### config.mk
export PLATFORM = sky130hd
export DESIGN_NAME = recursive_moving_average_adc_unit
export DESIGN_NICKNAME = d
export VERILOG_FILES = /design/src/hw/rtl/rmaa_pkg.sv /design/src/hw/rtl/recursive_moving_average_adc_unit.sv
export SDC_FILE = /design/constraint.sdc
export NUM_CORES = 1
export LEC_CHECK = 0
export ABC_CLOCK_PERIOD_IN_PS = 7290
export BUFFER_PORTS_ARGS = -buffer_cell sky130_fd_sc_hd__clkbuf_2
export CORE_MARGIN = 2
export CORE_UTILIZATION = 40
export DETAILED_ROUTE_END_ITERATION = 7
export PLACE_DENSITY = 0.58
export REMOVE_ABC_BUFFERS = 1
export SKIP_CTS_REPAIR_TIMING = 1
export SLEW_MARGIN = 30
export SYNTH_ARGS = -nofsm -noshare
export SYNTH_HDL_FRONTEND = slang
export SYNTH_SLANG_ARGS = --single-unit
### constraint.sdc
create_clock -name clock -period 7.29 [get_ports clock]
set_input_delay 0.3645 -clock clock [delete_from_list [all_inputs] [get_ports clock]]
set_output_delay 0.3645 -clock clock [all_outputs]
set_load 0.01 [all_outputs]
### src/hw/rtl/rmaa_pkg.sv
// Types and constants of the recursive moving average unit.
// Depends on nothing; used by the top level and the checker.
package rmaa_pkg;

   localparam int SAMPLE_W  = 10;
   localparam int WL_W      = 5;
   localparam int FS_W      = 13;
   localparam int SUM_W     = 22;
   localparam int MV_W      = 13;
   localparam int SCALE_SH  = 10;
   localparam int PROD_W    = SUM_W + FS_W;
   localparam int DIV_W     = PROD_W - SCALE_SH;
   localparam int STEP_W    = $clog2(DIV_W);
   localparam int CSR_IDX_W = 2;
   localparam int CSR_DATA_W = FS_W;

   localparam logic [MV_W-1:0]      MV_MAX      = 13'd8191;
   localparam logic [WL_W-1:0]      WL_RESET    = 5'd10;
   localparam logic [FS_W-1:0]      FS_RESET    = 13'd5110;
   localparam logic [CSR_IDX_W-1:0] CSR_WINDOW  = 2'd0;
   localparam logic [CSR_IDX_W-1:0] CSR_FSCALE  = 2'd1;

   typedef enum logic [2:0] {
      ST_IDLE,
      ST_DIV_SUM,
      ST_UPDATE,
      ST_MULT,
      ST_DIV_MV,
      ST_FINISH
   } state_type;

endpackage

### src/hw/rtl/recursive_moving_average_adc_unit.sv
// Recursive moving average of 10-bit converter samples, scaled to millivolts.
// Depends on rmaa_pkg.
//
// One item is one sample and gives one result. The block holds a running sum and a
// sample count; during warm-up it adds and counts, afterwards it removes sum/W before
// adding the sample. A single restoring divider, one quotient bit per cycle over
// 25 steps, does both the sum/W division and the final division by the count, with
// one multiply by full_scale_mv between them. While the window fills an item goes to
// multiply, divide and finish; once full, sum/W divide and update come first. No new
// item is taken meanwhile. A finished result sits in an output register, so the next
// item is taken while it waits. CSR writes are taken at any time, one per cycle.
module recursive_moving_average_adc_unit #(
   parameter int MAX_WINDOW = 16
) (
   input  logic                               clock,
   input  logic                               reset,
   input  logic                               req_valid,
   output logic                               req_ready,
   input  logic [rmaa_pkg::SAMPLE_W-1:0]      req_sample,
   output logic                               rsp_valid,
   input  logic                               rsp_ready,
   output logic [rmaa_pkg::MV_W-1:0]          rsp_average_mv,
   output logic                               rsp_window_full,
   input  logic                               csr_we,
   input  logic [rmaa_pkg::CSR_IDX_W-1:0]     csr_index,
   input  logic [rmaa_pkg::CSR_DATA_W-1:0]    csr_wdata
);

   localparam int CNT_W = $clog2(MAX_WINDOW + 1);

   rmaa_pkg::state_type state_ff, state_in;

   logic [rmaa_pkg::WL_W-1:0]     window_length_ff;
   logic [rmaa_pkg::FS_W-1:0]     full_scale_ff;
   logic [CNT_W-1:0]              count_ff, count_in;
   logic [rmaa_pkg::SUM_W-1:0]    sum_ff, sum_in;
   logic [rmaa_pkg::SAMPLE_W-1:0] sample_ff, sample_in;
   logic [rmaa_pkg::DIV_W-1:0]    qd_ff, qd_in;
   logic [CNT_W-1:0]              rem_ff, rem_in;
   logic [CNT_W-1:0]              divisor_ff, divisor_in;
   logic [rmaa_pkg::STEP_W-1:0]   step_ff, step_in;
   logic                          rsp_valid_ff, rsp_valid_in;
   logic [rmaa_pkg::MV_W-1:0]     mv_ff, mv_in;
   logic                          full_ff, full_in;

   logic [CNT_W-1:0]              win;
   logic [31:0]                   wl_ext;
   logic [CNT_W:0]                trial;
   logic                          trial_ge;
   logic                          div_last;
   logic                          accept;
   logic [rmaa_pkg::PROD_W-1:0]   product;

   // Effective window: zero reads as one, large values saturate.
   always_comb begin
      wl_ext = 32'(window_length_ff);
      if (wl_ext == 32'd0) begin
         win = CNT_W'(1);
      end else if (wl_ext > 32'(MAX_WINDOW)) begin
         win = CNT_W'(MAX_WINDOW);
      end else begin
         win = CNT_W'(wl_ext);
      end
   end

   assign accept   = req_valid && (state_ff == rmaa_pkg::ST_IDLE);
   assign trial    = {rem_ff, qd_ff[rmaa_pkg::DIV_W-1]};
   assign trial_ge = (trial >= {1'b0, divisor_ff});
   assign div_last = (step_ff == '0);
   assign product  = rmaa_pkg::PROD_W'(sum_ff) * rmaa_pkg::PROD_W'(full_scale_ff);

   // Next state.
   always_comb begin
      state_in = state_ff;
      case (state_ff)
         rmaa_pkg::ST_IDLE: begin
            if (accept) begin
               state_in = (count_ff < win) ? rmaa_pkg::ST_MULT : rmaa_pkg::ST_DIV_SUM;
            end
         end
         rmaa_pkg::ST_DIV_SUM: begin
            if (div_last) begin
               state_in = rmaa_pkg::ST_UPDATE;
            end
         end
         rmaa_pkg::ST_UPDATE: state_in = rmaa_pkg::ST_MULT;
         rmaa_pkg::ST_MULT:   state_in = rmaa_pkg::ST_DIV_MV;
         rmaa_pkg::ST_DIV_MV: begin
            if (div_last) begin
               state_in = rmaa_pkg::ST_FINISH;
            end
         end
         rmaa_pkg::ST_FINISH: begin
            if (!rsp_valid_ff || rsp_ready) begin
               state_in = rmaa_pkg::ST_IDLE;
            end
         end
         default: state_in = rmaa_pkg::ST_IDLE;
      endcase
   end

   // Datapath and outputs.
   always_comb begin
      count_in     = count_ff;
      sum_in       = sum_ff;
      sample_in    = sample_ff;
      qd_in        = qd_ff;
      rem_in       = rem_ff;
      divisor_in   = divisor_ff;
      step_in      = step_ff;
      mv_in        = mv_ff;
      full_in      = full_ff;
      rsp_valid_in = rsp_valid_ff && !rsp_ready;
      case (state_ff)
         rmaa_pkg::ST_IDLE: begin
            if (accept) begin
               sample_in = req_sample;
               if (count_ff < win) begin
                  sum_in   = sum_ff + rmaa_pkg::SUM_W'(req_sample);
                  count_in = count_ff + CNT_W'(1);
               end else begin
                  qd_in      = rmaa_pkg::DIV_W'(sum_ff);
                  rem_in     = '0;
                  divisor_in = win;
                  step_in    = rmaa_pkg::STEP_W'(rmaa_pkg::DIV_W - 1);
               end
            end
         end
         rmaa_pkg::ST_DIV_SUM, rmaa_pkg::ST_DIV_MV: begin
            qd_in   = {qd_ff[rmaa_pkg::DIV_W-2:0], trial_ge};
            rem_in  = trial_ge ? CNT_W'(trial - {1'b0, divisor_ff}) : trial[CNT_W-1:0];
            step_in = step_ff - rmaa_pkg::STEP_W'(1);
         end
         rmaa_pkg::ST_UPDATE: begin
            sum_in   = sum_ff - qd_ff[rmaa_pkg::SUM_W-1:0] + rmaa_pkg::SUM_W'(sample_ff);
            count_in = win;
         end
         rmaa_pkg::ST_MULT: begin
            // Dividing by 1024 first leaves the floor of the full quotient unchanged.
            qd_in      = product[rmaa_pkg::PROD_W-1:rmaa_pkg::SCALE_SH];
            rem_in     = '0;
            divisor_in = count_ff;
            step_in    = rmaa_pkg::STEP_W'(rmaa_pkg::DIV_W - 1);
         end
         rmaa_pkg::ST_FINISH: begin
            if (!rsp_valid_ff || rsp_ready) begin
               if (qd_ff > rmaa_pkg::DIV_W'(rmaa_pkg::MV_MAX)) begin
                  mv_in = rmaa_pkg::MV_MAX;
               end else begin
                  mv_in = qd_ff[rmaa_pkg::MV_W-1:0];
               end
               full_in      = (count_ff >= win);
               rsp_valid_in = 1'b1;
            end
         end
         default: begin
            rsp_valid_in = rsp_valid_ff && !rsp_ready;
         end
      endcase
   end

   always_ff @(posedge clock) begin
      if (reset) begin
         state_ff         <= rmaa_pkg::ST_IDLE;
         count_ff         <= '0;
         sum_ff           <= '0;
         rsp_valid_ff     <= 1'b0;
         window_length_ff <= rmaa_pkg::WL_RESET;
         full_scale_ff    <= rmaa_pkg::FS_RESET;
      end else begin
         state_ff     <= state_in;
         count_ff     <= count_in;
         sum_ff       <= sum_in;
         rsp_valid_ff <= rsp_valid_in;
         if (csr_we && (csr_index == rmaa_pkg::CSR_WINDOW)) begin
            window_length_ff <= csr_wdata[rmaa_pkg::WL_W-1:0];
         end
         if (csr_we && (csr_index == rmaa_pkg::CSR_FSCALE)) begin
            full_scale_ff <= csr_wdata[rmaa_pkg::FS_W-1:0];
         end
      end
   end

   always_ff @(posedge clock) begin
      sample_ff  <= sample_in;
      qd_ff      <= qd_in;
      rem_ff     <= rem_in;
      divisor_ff <= divisor_in;
      step_ff    <= step_in;
      mv_ff      <= mv_in;
      full_ff    <= full_in;
   end

   assign req_ready       = (state_ff == rmaa_pkg::ST_IDLE);
   assign rsp_valid       = rsp_valid_ff;
   assign rsp_average_mv  = mv_ff;
   assign rsp_window_full = full_ff;

endmodule

; ---- Yosys cells after proc, flatten, opt, wreduce, memory -nomap -nowiden
; Index checks and enable logic that the tools add are counted.
; Widths: inputs -> output; s select.
[word_totals]
regBits = 113
input_bits = 30
[op_classes]
reduce_logical = 21
addsub = 6
eq_ne = 12
n_lt_le_gt_ge = 5
muxes = 29
mul = 1
[op_table]
columns = op, n
row1 = $pmux 25 s3, 1
row2 = $mux 5, 11
row3 = $mux 25, 2
row4 = $add 22x10->22, 2
row5 = $mux 22, 2
row6 = $pmux 22 s2, 1
row7 = $mul 22x13->35, 1
row8 = $pmux 5 s3, 2
row9 = $gt 25x13->1 const B, 1
row10 = $sub 22x22->22, 1
row11 = $pmux 5 s2, 2
row12 = $pmux 3 s6, 1
row13 = $mux 3, 4
row14 = $logic_not 5->1, 2
row15 = $reduce_and 3->1, 3
row16 = $ne 2x2->1 const B, 4
row17 = $eq 3x2->1 const B, 2
row18 = $eq 3x3->1 const B, 2
row19 = $ge 6x5->1, 1
row20 = $add 5x1->5 const B, 1
row21 = $ge 5x5->1, 1
row22 = $gt 5x5->1 const B, 1
row23 = $lt 5x5->1, 1
row24 = $sub 5x1->5 const B, 1
row25 = other kinds (16), 24

; ---- Depth between registers and ports, before layout
[logic_depth]
word_depth = 7
depth_mapped = 23

; ---- Least setup slack after synthesis
; OpenSTA, ideal clock, no wires.
[synth_timing]
kind = register to register
start = reg sum_ff[18] in the netlist's numbering
end = reg qd_ff[24] in the netlist's numbering, data pin
n_path_buf = 2
path_stages_with_launch = 22
period_less_slack_ns = 5.648
arrival_ns = 5.385
slack_ns = 1.642
setup_ns = 0.263
path_cell_list = dfxtp_1 > clkbuf_1 > clkbuf_1 > nand2_1 > fa_1 > fa_1 > inv_1 > fa_1 > fa_1 > inv_1 > fa_1 > inv_1 > ha_1 > a21o_1 > a21o_1 > a21o_1 > o2bb2ai_1 > a21oi_1 > o2111ai_1 > a21oi_1 > xnor2_1 > o21ai_1
[synth_via]
elab_chain_len = 2
[synth_rtl]
columns = element, line
row1 = "start, declared", recursive_moving_average_adc_unit.sv:36  ; logic [rmaa_pkg::SUM_W-1:0] sum_ff, sum_in;
row2 = "start signal, assigned", recursive_moving_average_adc_unit.sv:173  ; sum_ff <= sum_in;
row3 = $mul 22x13->35, recursive_moving_average_adc_unit.sv:70  ; assign product = rmaa_pkg::PROD_W'(sum_ff) * rmaa_pkg::PROD_W'(full_scale_ff);
row4 = $pmux 25 s3, recursive_moving_average_adc_unit.sv:114  ; case (state_ff)
row5 = net qd_in (one bit), recursive_moving_average_adc_unit.sv:38  ; logic [rmaa_pkg::DIV_W-1:0] qd_ff, qd_in;
row6 = "end signal, assigned", recursive_moving_average_adc_unit.sv:186  ; qd_ff <= qd_in;
row7 = "end, declared", recursive_moving_average_adc_unit.sv:38
; The timed path passes the listed nets, and every way through them passes these cells.
; A chain may end at the register's enable or synchronous reset.

; ---- Worst setup path in the final report
[layout_timing]
start = reg full_scale_ff[9] in the netlist's numbering
end = reg qd_ff[24] in the netlist's numbering, data pin
[layout_via]
elab_chain_len = 2
[layout_rtl]
columns = element, line
row1 = "start, declared", recursive_moving_average_adc_unit.sv:34  ; logic [rmaa_pkg::FS_W-1:0] full_scale_ff;
row2 = "start signal, assigned", recursive_moving_average_adc_unit.sv:169  ; full_scale_ff <= rmaa_pkg::FS_RESET;
row3 = "start signal, assigned", recursive_moving_average_adc_unit.sv:179  ; full_scale_ff <= csr_wdata[rmaa_pkg::FS_W-1:0];
row4 = $mul 22x13->35, recursive_moving_average_adc_unit.sv:70
row5 = $pmux 25 s3, recursive_moving_average_adc_unit.sv:114
row6 = net qd_in (one bit), recursive_moving_average_adc_unit.sv:38
; The timed path passes the listed nets, and every way through them passes these cells.

==> impl_metrics.ini <==
[status]
status = complete, no violations

[job]
maxCapViolCount = 0

[global_route]
initial_antenna_violation_count = 0
global_route_usage_over_all_layers_pct = 21.2
globalRoute.totalOverflow = 0
pin_count_of_the_biggest_net_entering_global_routing = 39
grt_pass1_wl_um = 68300
grt_pass1_vias = 12700

[hold_path]
min-delay-start = req_sample[0]
hold_path_depth = 1
min_delay_worst_endpoint = sample_ff[0]
worstHoldPathType = primary input to flip-flop

[cells_and_area]
area_growth_syn_to_layout_pct = 8.11
layout.core_utilization_pct = 44.0
drive_above_1_share_pct = 7.06
final_net_count = 2205

[cts]
clock_tree.root_cell = clkbuf_16
cts_tree = yes
cts_buffer_depth = 2
clk_transition_reported_paths_ns = 0.06
clk_sink_count = 113
number_of_clock_buffers_inserted_by_tritoncts = 17
clk-insertion-delay-late_ns = 0.44
htree_levels = 4

[worst_setup_path]
worst_setup_path_startpoint = full_scale_ff[9]
reg2reg_depth = 18
worst_setup_path_start_kind = flip-flop
crit_path_top_delay_cell = dfxtp_1
path_max_fanout = 23
crit_family = adder cells
arrival_ns = 6.55
timing.reg2reg.setup_slack_ns = 0.90
cp_cell_sequence = nand2_1 -> fa_1 -> inv_1 -> fa_1 -> fa_1 -> fa_1 -> inv_1 -> fa_1 -> inv_1 -> ha_1 -> a21oi_1 -> o21ai_0 -> a21o_1 -> a21oi_1 -> o2111ai_1 -> a21oi_1 -> xnor2_1 -> o21ai_1
critical_path_class = flip-flop to flip-flop
cp_num_buf_inv = 3
r2r_end = qd_ff[24]
timing.critical_path.mode_cell = fa_1
end_kind = flip-flop
rr_startpoint = full_scale_ff[9]
worst_path_largest_cell_delay_ns = 0.93
crit_required_ns = 7.45

[floorplanning]
cell_row_count = 72
i_o_pin_total = 46
die_h_um = 203
initial_core_util_pct = 40.7
design.die.area_sq_um = 41100
coreArea_sq_um = 38800
die_width_um = 203

[timing]
hold_slack_ns = 0.132
rsz0062_at_grt = false
maxSlewHeadroom_pct = 37.0
setup_slack_ns = 0.898
hold_viol = 0
timing_max_transition_violations_final = 0
skew_ns = 0.0119
period_share_pct = 87.7
clock.fmax_mhz = 156
final.min_clock_period_ns = 6.39
report.final.setup_viol = 0
worstMarginPinSlew_ns = 0.944
finalSetupTns_ns = 0

[yosys]
postSynth.asyncResetShare_pct = 0
synth-main-ff-cell = edfxtp_1
synth_sequential_area_ratio_pct = 18.4
syn_inst = 1817
mappedNetlistArea_sq_um = 15800
number_of_enable_flip_flop_cells_after_synthesis = 64
yosys_warnings = 0
netlist-cell-type-count = 69
syn_avg_cell_area_sq_um = 8.70
ys_ff_latch = 113

[placed_design]
io_buffers = 45
dp_slack_ns = 0.989
detailedPlacementHpwl_um = 32300
gpl.final_weighted_congestion = 0.861

[drt]
residual_antenna_violating_net_count_after_detailed_routing = 0
drt-pass1-iter-count = 5
detail_route.iter0.violations = 681
drt_wl_total_um = 41700
drt-wirelength-per-cell_um = 17.8
detail_route.vias_per_cell = 5.22
drc = 0
vias = 12200
[kinds of logic after synthesis]
logic type      Yosys count  synth area share [%]
simple gates            583                  17.4
buf+inv                 438                  10.4
fa+ha+maj               362                  39.6
compound gates          268                  11.1
flops                   113                  18.4
xor+xnor                 46                  2.55
mux                       7                 0.444
[cells in the final DEF (no fill, tap or decap), drive strengths merged, types with 5 or more instances in the layout]
cell        n
or2        12
nand4      14
a21o       20
ha        131
a31oi      10
edfxtp     64
buf        24
and3        8
inv       348
clkinvlp    5
clkinv      5
dfxtp      49
o21a        7
nor2       66
and2      116
nor2b      11
o21bai      7
xor2       17
o21ai      74
a21oi      68
fa        231
nor3       21
nand3      28
a211oi     17
nand2b     11
mux2i       7
a22oi      21
nand2     274
or3         5
clkbuf     65
xnor2      29
a31o        5
nand3b      5
[synth_stat cells (3+ instances only)]
cell	n	area [sq um]
inv_1	346	1300
nand2_1	274	1030
fa_1	231	4620
ha_1	131	1640
and2_1	116	726
clkbuf_1	89	334
a21oi_1	67	335
nor2_1	66	248
edfxtp_1	64	1920
dfxtp_1	49	981
o21ai_1	41	205
o21ai_0	32	160
xnor2_1	29	254
nand3_1	28	140
a22oi_1	21	158
nor3_1	21	105
a21o_1	19	143
xor2_1	17	149
a211oi_1	15	113
nand4_1	14	87.6
nand2b_1	11	68.8
nor2b_1	11	68.8
or2_2	11	68.8
a31oi_1	10	62.6
and3_1	8	50.1
mux2i_1	7	70.1
o21a_1	7	52.6
o21bai_1	6	45.0
nand3b_1	5	37.5
or3_1	5	31.3
a311oi_1	4	35.0
a31o_2	4	35.0
nor4_1	4	25.0
o2111ai_1	4	35.0
o22ai_1	4	25.0
a211o_1	3	26.3
buf_1	3	11.3
nor3b_1	3	22.5
o31ai_1	3	22.5
[sequential cells by signal, summed over array words and instances, names as in the netlist, 10 cells and up]
signal,cells
full_scale_ff,13
qd_ff,25
rsp_average_mv,13
sample_ff,10
sum_ff,22
[worst max-delay path by stage]
stage / slack, ns / to / cells past startpoint
5_1_grt: 0.44 / qd_ff[24] / 18
4_1_cts: 0.95 / qd_ff[24] / 18
3_3_place_gp: 1.07 / qd_ff[24] / 18
3_5_place_dp: 0.99 / qd_ff[24] / 18
6_report: 0.90 / qd_ff[24] / 18
2_1_floorplan: 1.81 / qd_ff[14] / 19
[cell type report]
class | instances | area, sq um
inverter | 346 | 1300
tap | 518 | 648
antenna | 1 | 2.50
sequential | 113 | 2900
clock buffer | 20 | 468
multi-input combinational | 1266 | 11300
timing repair buffer | 69 | 405
fill | 3840 | 21700
clock inverter | 12 | 82.6
[layer usage]
layer	share of wire, %	GRT usage (%)	up-vias
li1	-	-	5742
met1	44	27.9	6119
met2	50	36.4	326
met3	4.0	2.71	53
met4	2.2	6.41	0
met5	0	0	-
[per-stage QoR]
stage | std cells | instance area, sq um
CTS | 2344 | 17100
global route | 2344 | 17100
finish | 2345 | 17100
detailed placement | 2312 | 16500
global placement | 2312 | 16500
floorplan | 1725 | 15500
Power is left out: the tool's default activity adds up to more than one toggle a clock period on the data nets, which glitch-free logic cannot reach.
